### config.mk
export PLATFORM = sky130hd
export DESIGN_NAME = hsgc_div
export DESIGN_NICKNAME = d
export VERILOG_FILES = /design/src/rtl/hsgc_pkg.sv /design/src/rtl/hsgc_div.sv
export SDC_FILE = /design/constraint.sdc
export NUM_CORES = 1
export LEC_CHECK = 0
export BUFFER_PORTS_ARGS = -buffer_cell sky130_fd_sc_hd__buf_4
export CAP_MARGIN = 10
export CORE_MARGIN = 2
export CORE_UTILIZATION = 45
export DETAILED_ROUTE_END_ITERATION = 12
export GPL_ROUTABILITY_DRIVEN = 0
export HOLD_SLACK_MARGIN = 0.1
export PLACE_DENSITY = 0.68
export SYNTH_ARGS = -nofsm -noshare
export SYNTH_HDL_FRONTEND = slang
export SYNTH_SLANG_ARGS = --single-unit
export TNS_END_PERCENT = 30
### constraint.sdc
create_clock -name clk -period 5.55 [get_ports clk]
set_input_delay 0.2775 -clock clk [delete_from_list [all_inputs] [get_ports clk]]
set_output_delay 0.2775 -clock clk [all_outputs]
set_load 0.05 [all_outputs]
### src/rtl/hsgc_pkg.sv
`default_nettype none
package hsgc_pkg;

	localparam int QW = 15;

	localparam logic [15:0] ONE_Q14 = 16'sd16384;
	localparam logic signed [18:0] PI_Q12 = 19'sd12868;
	localparam logic signed [18:0] TWO_PI_Q12 = 19'sd25736;
	localparam logic [13:0] MIN_SPAN = 14'd4;
	localparam logic signed [16:0] FWD_MARGIN = 17'sd12;
	localparam logic [16:0] MIN_BAND = 17'd26;

	localparam logic [2:0] ST_MOVING = 3'd0;
	localparam logic [2:0] ST_ACCEL = 3'd1;
	localparam logic [2:0] ST_DECEL = 3'd2;
	localparam logic [2:0] ST_STOPPED = 3'd3;

	typedef enum logic [2:0] {
		REG_TURN_SAT = 3'd0,
		REG_SHARP_TURN = 3'd1,
		REG_TURN_THR = 3'd2,
		REG_ATTACK_SPEED = 3'd3,
		REG_MIN_FRAC = 3'd4,
		REG_ACCEL_BAND = 3'd5
	} reg_idx_t;

endpackage
`default_nettype wire

### src/rtl/hsgc_div.sv
`default_nettype none
module hsgc_div #(
	parameter int NW = 28,
	parameter int DW = 14,
	parameter int SW = 1
) (
	input  wire logic                clk,
	input  wire logic                arst_n,
	input  wire logic                in_vld,
	input  wire logic [NW-1:0]       num,
	input  wire logic [DW-1:0]       den,
	input  wire logic                neg,
	input  wire logic [SW-1:0]       side,
	output logic                     out_vld,
	output logic signed [15:0]       quo,
	output logic [SW-1:0]            out_side
);
	import hsgc_pkg::*;

	localparam int TW = NW - QW;

	logic              vld_s  [0:QW];
	logic [DW-1:0]     rem_s  [0:QW];
	logic [QW-1:0]     low_s  [0:QW];
	logic [QW-1:0]     quo_s  [0:QW];
	logic [DW-1:0]     den_s  [0:QW];
	logic              ovf_s  [0:QW];
	logic              neg_s  [0:QW];
	logic [SW-1:0]     side_s [0:QW];

	logic [DW+TW-1:0] top_w;
	logic             ovf_w;
	logic [QW-1:0]    mag_w;

	assign top_w = {{DW{1'b0}}, num[NW-1:QW]};
	assign ovf_w = top_w >= {{TW{1'b0}}, den};

	always_ff @(posedge clk or negedge arst_n) begin
		if (!arst_n) begin
			vld_s[0] <= 1'b0;
		end else begin
			vld_s[0] <= in_vld;
		end
	end

	always_ff @(posedge clk) begin
		rem_s[0]  <= ovf_w ? '0 : top_w[DW-1:0];
		low_s[0]  <= num[QW-1:0];
		quo_s[0]  <= '0;
		den_s[0]  <= den;
		ovf_s[0]  <= ovf_w;
		neg_s[0]  <= neg;
		side_s[0] <= side;
	end

	for (genvar k = 0; k < QW; k++) begin : g_step
		logic [DW:0] r2;
		logic        ge;
		logic [DW:0] nr;

		assign r2 = {rem_s[k], low_s[k][QW-1]};
		assign ge = r2 >= {1'b0, den_s[k]};
		assign nr = ge ? (r2 - {1'b0, den_s[k]}) : r2;

		always_ff @(posedge clk or negedge arst_n) begin
			if (!arst_n) begin
				vld_s[k+1] <= 1'b0;
			end else begin
				vld_s[k+1] <= vld_s[k];
			end
		end

		always_ff @(posedge clk) begin
			rem_s[k+1]  <= nr[DW-1:0];
			low_s[k+1]  <= {low_s[k][QW-2:0], 1'b0};
			quo_s[k+1]  <= {quo_s[k][QW-2:0], ge};
			den_s[k+1]  <= den_s[k];
			ovf_s[k+1]  <= ovf_s[k];
			neg_s[k+1]  <= neg_s[k];
			side_s[k+1] <= side_s[k];
		end
	end

	// saturate to one
	assign mag_w = (ovf_s[QW] || (quo_s[QW] > ONE_Q14[QW-1:0])) ? ONE_Q14[QW-1:0] : quo_s[QW];
	assign quo = neg_s[QW] ? -$signed({1'b0, mag_w}) : $signed({1'b0, mag_w});
	assign out_vld = vld_s[QW];
	assign out_side = side_s[QW];

endmodule
`default_nettype wire

==> results of run 1 <==
## routing by layer
layer	up-vias	GRT usage [%]	share of wire, %
met5	-	0	0
met4	0	7.65	3.5
met3	124	2.99	4.1
met2	406	27.8	47
met1	8293	19.7	45
li1	8958	-	-
## power breakdown
part           switching (uW)  total, uW  internal, uW
logic                    3970       7780          3820
registers                 669       7220          6550
clock network            2010       5210          3210
total                    6640      20200         13600
## area by class of cell
type / instances / area, um2 / share of cell area [%]
Sequential cell: 723 / 14600 / 45.7
Multi-Input combinational cell: 1483 / 11700 / 36.6
Clock buffer: 102 / 2120 / 6.65
Timing Repair Buffer: 121 / 1030 / 3.22
Inverter: 272 / 1020 / 3.20
Tap cell: 782 / 978 / 3.07
Clock inverter: 34 / 518 / 1.63
Antenna cell: 1 / 2.50 / 0.00785
## timing repair
action / in CTS / in global routing
endpoints found under the hold margin: 61 / 0
hold buffers: 47 / 0
buffers inserted: 0 / 0
## how the worst min path moves through the flow
stage | from | to | cells past startpoint
floorplan | arst_n | out_vld | 0
global placement | arst_n | vld_s[15] | 1
detailed placement | arst_n | vld_s[13] | 1
CTS | num[9] | low_s[0][9] | 2
global route | num[8] | low_s[0][8] | 2
finish | low_s[7][8] | low_s[8][9] | 0
## logic make-up after synthesis
| group | synth area share [%] |
|---|---|
| flops | 53.2 |
| compound gates | 11.1 |
| simple gates | 8.13 |
| buf+inv | 4.19 |
| fa+ha+maj | 11.3 |
| mux | 7.49 |
| xor+xnor | 4.61 |
## sequential cells by signal, summed over array words and instances (netlist names)
name / cells
den_s: 210
low_s: 120
neg_s: 16
out_vld: 1
ovf_s: 16
quo_s: 120
rem_s: 209
side_s: 16
vld_s: 15
## Yosys cell counts, types with 11 or more instances
master	number
dfxtp_1	707
inv_1	271
ha_1	224
mux2_2	144
nor2_1	143
a21oi_1	136
nand2_1	99
o21ai_0	93
xnor2_1	92
xor2_1	52
o21a_1	51
nor2b_1	39
mux2i_1	31
nand4_1	31
nand2b_1	30
a211oi_1	28
nand3_1	27
a21o_1	25
and2_1	21
nor3_1	19
o31a_1	17
dfrtp_1	16
fa_1	14
o41ai_1	12
a31oi_1	11
## cells in the final DEF, fill, tap and decap left out, drive strengths merged, types with 7 or more instances in the layout
| cell type | count |
|---|---|
| o211ai | 10 |
| a21o | 25 |
| o21bai | 7 |
| and4 | 8 |
| dfrtp | 16 |
| fa | 14 |
| o31a | 17 |
| clkinv | 14 |
| mux2i | 31 |
| o41ai | 12 |
| a211oi | 29 |
| nand2 | 99 |
| nor2 | 143 |
| dlygate4sd3 | 47 |
| nand3 | 27 |
| mux2 | 152 |
| ha | 224 |
| dfxtp | 707 |
| or4 | 10 |
| nand2b | 30 |
| a211o | 8 |
| nor3 | 19 |
| xnor2 | 92 |
| inv | 276 |
| nand4 | 31 |
| a21oi | 137 |
| xor2 | 52 |
| and2 | 21 |
| clkbuf | 102 |
| o21ai | 100 |
| o311ai | 7 |
| bufinv | 11 |
| nor2b | 40 |
| a31oi | 11 |
| buf | 74 |
| o31ai | 9 |
| o21a | 51 |
## through the flow
step / worst slack, ns / power (uW) / cell area (um2) / hold WS [ns] / instances
after CTS: 1.71 / 20300 / 31900 / 0.269 / 3517
after detailed placement: 2.39 / 15000 / 28800 / 0.138 / 3334
final: 1.74 / 20200 / 31900 / 0.302 / 3518
after floorplan: 2.07 / 13300 / 27400 / -0.0181 / 2501
after global placement: 2.49 / 14700 / 28800 / 0.134 / 3334
after global routing: 1.43 / 21500 / 31900 / 0.294 / 3517
==> flow_metrics.tcl, run 1 <==
set metrics [dict create \
    drc 0 \
    grt_pass1_vias 17900 \
    crit_arrival_ns 3.53 \
    insertion_delay_ns 0.61 \
    period_minus_slack_ns 3.81 \
    synth.area.top_cells "dfxtp_1 52%, ha_1 10%, mux2_2 5.9%" \
    hold_viol_final 0 \
    synth-seq-cells 723 \
    fmax_mhz 262 \
    fillers 5091 \
    syn_area_um2 27400 \
    wl_per_cell_um 14.6 \
    syn2layout_area_growth_pct 16.5 \
    root_buffer "clkbuf_16" \
    cp_common_cell "nand3_1" \
    drv_slew 0 \
    clock-sinks 723 \
    grt_pass1_wl_um 84300 \
    grt_max_degree 20 \
    synth-edff-count 0 \
    rr_endpoint "rem_s[0][103]" \
    die_area_um2 62800 \
    core-area_um2 60200 \
    globalRoute.totalOverflow 0 \
    finalSetupViolCount 0 \
    start_util_pct 45.4 \
    synth_fp_nets 2786 \
    die_x_um 251 \
    hpwl_um 37900 \
    rr_worst_depth 9 \
    path_clk_slew_ns 0.06 \
    ir_drop_v 0.000282 \
    ant_nets 0 \
    rrSetupSlack_ns 2.54 \
    start_kind "flip-flop" \
    synth_top_cell_area_share_pct 51.7 \
    grt_util_all_layers_pct 16.2 \
    cp-endpoint "quo[10]" \
    first_pass_iters 5 \
    crit_type "reg -> out" \
    ys_seq_area_share_pct 53.2 \
    cp_max_fo 7 \
    post_synth_num_cell_types 71 \
    io_pins 65 \
    power.density_nw_per_um2 634 \
    netlist_instances 2501 \
    yosysTopAreaCell "dfxtp_1" \
    startpoint "quo_s[15][2]" \
    crit_slowest_cell "nor4_1" \
    outcome "finished clean" \
    clockBufferDepth 3 \
    drive_gt1_share_pct 13.4 \
    h-tree-depth 3 \
    fin_tns_setup_ns 0 \
    slowest_delay_ns 0.61 \
    timing.rr.start "den_s[0][85]" \
    rsz0062_at_grt "false" \
    routed_wl_um 51200 \
    via_per_inst 5.05 \
    path_delay_family "simple AND/OR/NAND/NOR gates" \
    skew_ns 0.0297 \
    first_iter_violations 749 \
    syn_avg_cell_area_um2 10.9 \
    num_rows 90 \
    hold_path.class "reg -> reg" \
    slew_headroom_pct 43.1 \
    tightest_slew_ns 0.842 \
    crit_buf_inv 1 \
    cts_tree "done" \
    leakage_uw 0.0143 \
    ctsResizeCount 0 \
    yosys_warnings 0 \
    antenna_found_initial 1 \
    placement.io_buffers 64 \
    synthFlopType "dfxtp_1" \
    required_ns 5.27 \
    final_nets 2959 \
    fin_util_pct 52.9 \
    path_cells "nor4_1 > nand3_1 > nand2b_1 > a21oi_2 > nand2_1 > ha_1 > nand3_1 > o311ai_0 > xor2_1 > buf_4" \
    vias 17800 \
    max-cap-violations 0 \
    cts_inserted_buffers 73 \
    async_flop_share_pct 2.21 \
    finalCritPeriodShare_pct 68.7 \
    end_kind "output port" \
    die_h_um 251 \
    crit_cells 10 \
]
(Power assumes the default switching activity.)
==> run 2, diff against run 1 <==
--- a/config.mk
+++ b/config.mk
@@ -5,6 +5,7 @@
 export SDC_FILE = /design/constraint.sdc
 export NUM_CORES = 1
 export LEC_CHECK = 0
+export ABC_AREA = 1
 export BUFFER_PORTS_ARGS = -buffer_cell sky130_fd_sc_hd__buf_4
 export CAP_MARGIN = 10
 export CORE_MARGIN = 2
@@ -12,7 +13,7 @@
 export DETAILED_ROUTE_END_ITERATION = 12
 export GPL_ROUTABILITY_DRIVEN = 0
 export HOLD_SLACK_MARGIN = 0.1
-export PLACE_DENSITY = 0.68
+export PLACE_DENSITY = 0.7
 export SYNTH_ARGS = -nofsm -noshare
 export SYNTH_HDL_FRONTEND = slang
 export SYNTH_SLANG_ARGS = --single-unit
==> constraint.sdc (replaced) <==
create_clock -name clk -period 3.2 [get_ports clk]
set_input_delay 0.16 -clock clk [delete_from_list [all_inputs] [get_ports clk]]
set_output_delay 0.16 -clock clk [all_outputs]
set_load 0.05 [all_outputs]
==> flow_metrics.tcl, run 2 <==
set metrics [dict create \
    via_per_inst 4.81 \
    end_kind "output port" \
    rr_worst_depth 8 \
    ff_latch_area_um2 14600 \
    place_area_um2 30900 \
    start_kind "flip-flop" \
    final_cell_mix "707 x dfxtp_1, 457 x inv_1, 425 x nand2_1" \
    syn_avg_cell_area_um2 9.37 \
    h-tree-depth 3 \
    clock-sinks 723 \
    crit_arrival_ns 2.79 \
    die_x_um 261 \
    grt_max_degree 29 \
    yosys_warnings 0 \
    die_area_um2 68100 \
    post_synth_num_cell_types 53 \
    synth_fp_nets 3457 \
    hold_path.class "in -> reg" \
    ys_seq_area_share_pct 49.0 \
    ant_nets 0 \
    grt_util_all_layers_pct 17.1 \
    insertion_delay_ns 0.64 \
    power.density_nw_per_um2 1090 \
    max-cap-violations 0 \
    grt_pass1_wl_um 95200 \
    vias 20500 \
    largest_register_ffs 210 \
    synth-edff-count 0 \
    async_flop_share_pct 2.21 \
    syn_area_um2 29700 \
    multiInputGateArea_um2 13000 \
    final_nets 3618 \
    drv_slew 0 \
    groute.layer.met3.usage_pct 3.08 \
    netlist_instances 3172 \
    start_util_pct 45.3 \
    cts_inserted_buffers 77 \
    core-area_um2 65500 \
    io_pins 65 \
    synth_top_cell_area_share_pct 47.6 \
    fmax_mhz 339 \
    final_area_um2 34200 \
    die_h_um 261 \
    busiest_layer "met2" \
    period_minus_slack_ns 2.95 \
    routed_wl_um 57300 \
    cts_tree "done" \
    yosysTopAreaCell "dfxtp_1" \
    grt_pass1_vias 20100 \
    drive_gt1_share_pct 15.9 \
    synth.area.top_cells "dfxtp_1 48%, ha_1 9.4%, inv_1 5.8%" \
    num_rows 94 \
    required_ns 3.04 \
    crit_type "reg -> out" \
    skew_ns 0.0393 \
    ys_top_cells_by_count "707 x dfxtp_1, 457 x inv_1, 427 x nand2_1" \
    hold_path_depth 2 \
    slew_headroom_pct 53.9 \
    drc 0 \
    hold_viol_final 0 \
    path_clk_slew_ns 0.06 \
    yosysMostFrequentCell "dfxtp_1" \
    synthFlopType "dfxtp_1" \
    finalSetupViolCount 0 \
    rsz0062_at_grt "false" \
    antenna_found_initial 0 \
    synth-seq-cells 723 \
    met2_usage_pct 29.9 \
    placed_cells 4068 \
    layout.cells.non_filler 4258 \
    placement.io_buffers 64 \
    cp_max_fo 8 \
    first_pass_iters 5 \
    antenna_cells 0 \
    fin_tns_setup_ns 0 \
    fillers 5810 \
    use_met1_pct 20.1 \
    ir_drop_v 0.000548 \
    finalCritPeriodShare_pct 92.2 \
    root_buffer "clkbuf_16" \
    syn2layout_area_growth_pct 15.1 \
    clockBufferDepth 3 \
    outcome "finished clean" \
    first_iter_violations 1131 \
    hpwl_um 43000 \
    top_regs "den_s x210, rem_s x209" \
    tightest_slew_ns 0.690 \
    largest-register "den_s" \
    leakage_uw 0.0161 \
    final_common_cell "dfxtp_1" \
    globalRoute.totalOverflow 0 \
    wl_per_cell_um 13.5 \
]
[run 2: changes by cell type in the layout (fill, tap and decap cells not counted), moves of 39 or more]
cell	delta
nor2b_1	-39
nand2_1	+326
nor2_1	+156
nor2_2	+59
mux2_2	-144
inv_1	+186
nand3_1	+61
a21oi_2	+152
o21a_1	-51
[run 2: path summary, 6_finish.rpt]
check	endpoint	from	slack (ns)
setup / recovery	quo[14]	quo_s[15][3]	0.25
hold / removal	low_s[0][13]	num[13]	0.16
setup reg to reg	rem_s[0][52]	den_s[0][35]	0.75
hold reg to reg	low_s[6][14]	low_s[5][13]	0.32
max in group asynchronous	out_vld	arst_n	2.13
min in group asynchronous	vld_s[6]	arst_n	0.64
[run 2: layer usage]
metal | up-vias | wire [um]
li1 | 10600 | -
met1 | 9351 | 24700
met2 | 425 | 27500
met3 | 148 | 2590
met4 | 0 | 2500
met5 | - | 0
[run 2: area by class of cell]
class / instances / area share, %
multi-input cells: 1954 / 38.1
inverters: 464 / 5.09
repair buffers: 113 / 2.84
clock inverters: 34 / 1.72
flip-flops and latches: 723 / 42.6
clock buffers: 106 / 6.48
well taps: 864 / 3.16
[run 2: logic make-up (layout without fill, tap and decap cells)]
logic type	Yosys count	count (layout)	share of synthesized area (%)
muxes	1	1	0.0337
AOI/OAI and AO/OA	507	507	12.6
adders and majority gates	238	238	10.4
xor gates and xnor gates	157	157	4.63
buffers and inverters	496	717	7.14
and+or+nand+nor	1050	1051	16.2
DFF	723	723	49.0
[run 2: stage by stage]
step	total power, uW	util [%]	hold slack (ns)	setup slack [ns]
2_1_floorplan	25000	-	-0.136	0.555
3_3_place_gp	27400	47.1	0.0222	0.645
3_5_place_dp	27700	47.1	0.0272	0.654
4_1_cts	37400	52.2	0.117	0.0470
5_1_grt	39800	52.2	0.136	0.0114
6_report	37200	52.2	0.158	0.249
[run 2: report_power, final]
part           internal [uW]  switching [uW]  total [uW]
Clock                   5740            3700        9450
Sequential             11300            1280       12600
Combinational           5950            9160       15100
Total                  23000           14200       37200
[run 2: timing repair]
| item | 4_1_cts | 5_1_grt |
|---|---|---|
| gates resized for setup | 1 | 3 |
| setup buffers | 0 | 1 |
| pin swaps | 0 | 1 |
| hold buffers | 47 | 0 |
| hold endpoints to repair | 61 | 0 |
| setup endpoints to repair | 2 | 5 |
| cloned | 0 | 1 |
[run 2: worst max-delay path: stages, from the launching register on]
cell     delay (ns)
dfxtp_1        0.33
nor2_1         0.16
nand2_1        0.07
nor2_1         0.11
nand2_2        0.11
nand2_4        0.13
nand2_1        0.09
ha_1           0.19
or2_2          0.32
nand2_2        0.10
nor2_1         0.08
nand2_1        0.07
nand2_1        0.04
nand2_1        0.10
inv_1          0.05
buf_4          0.18
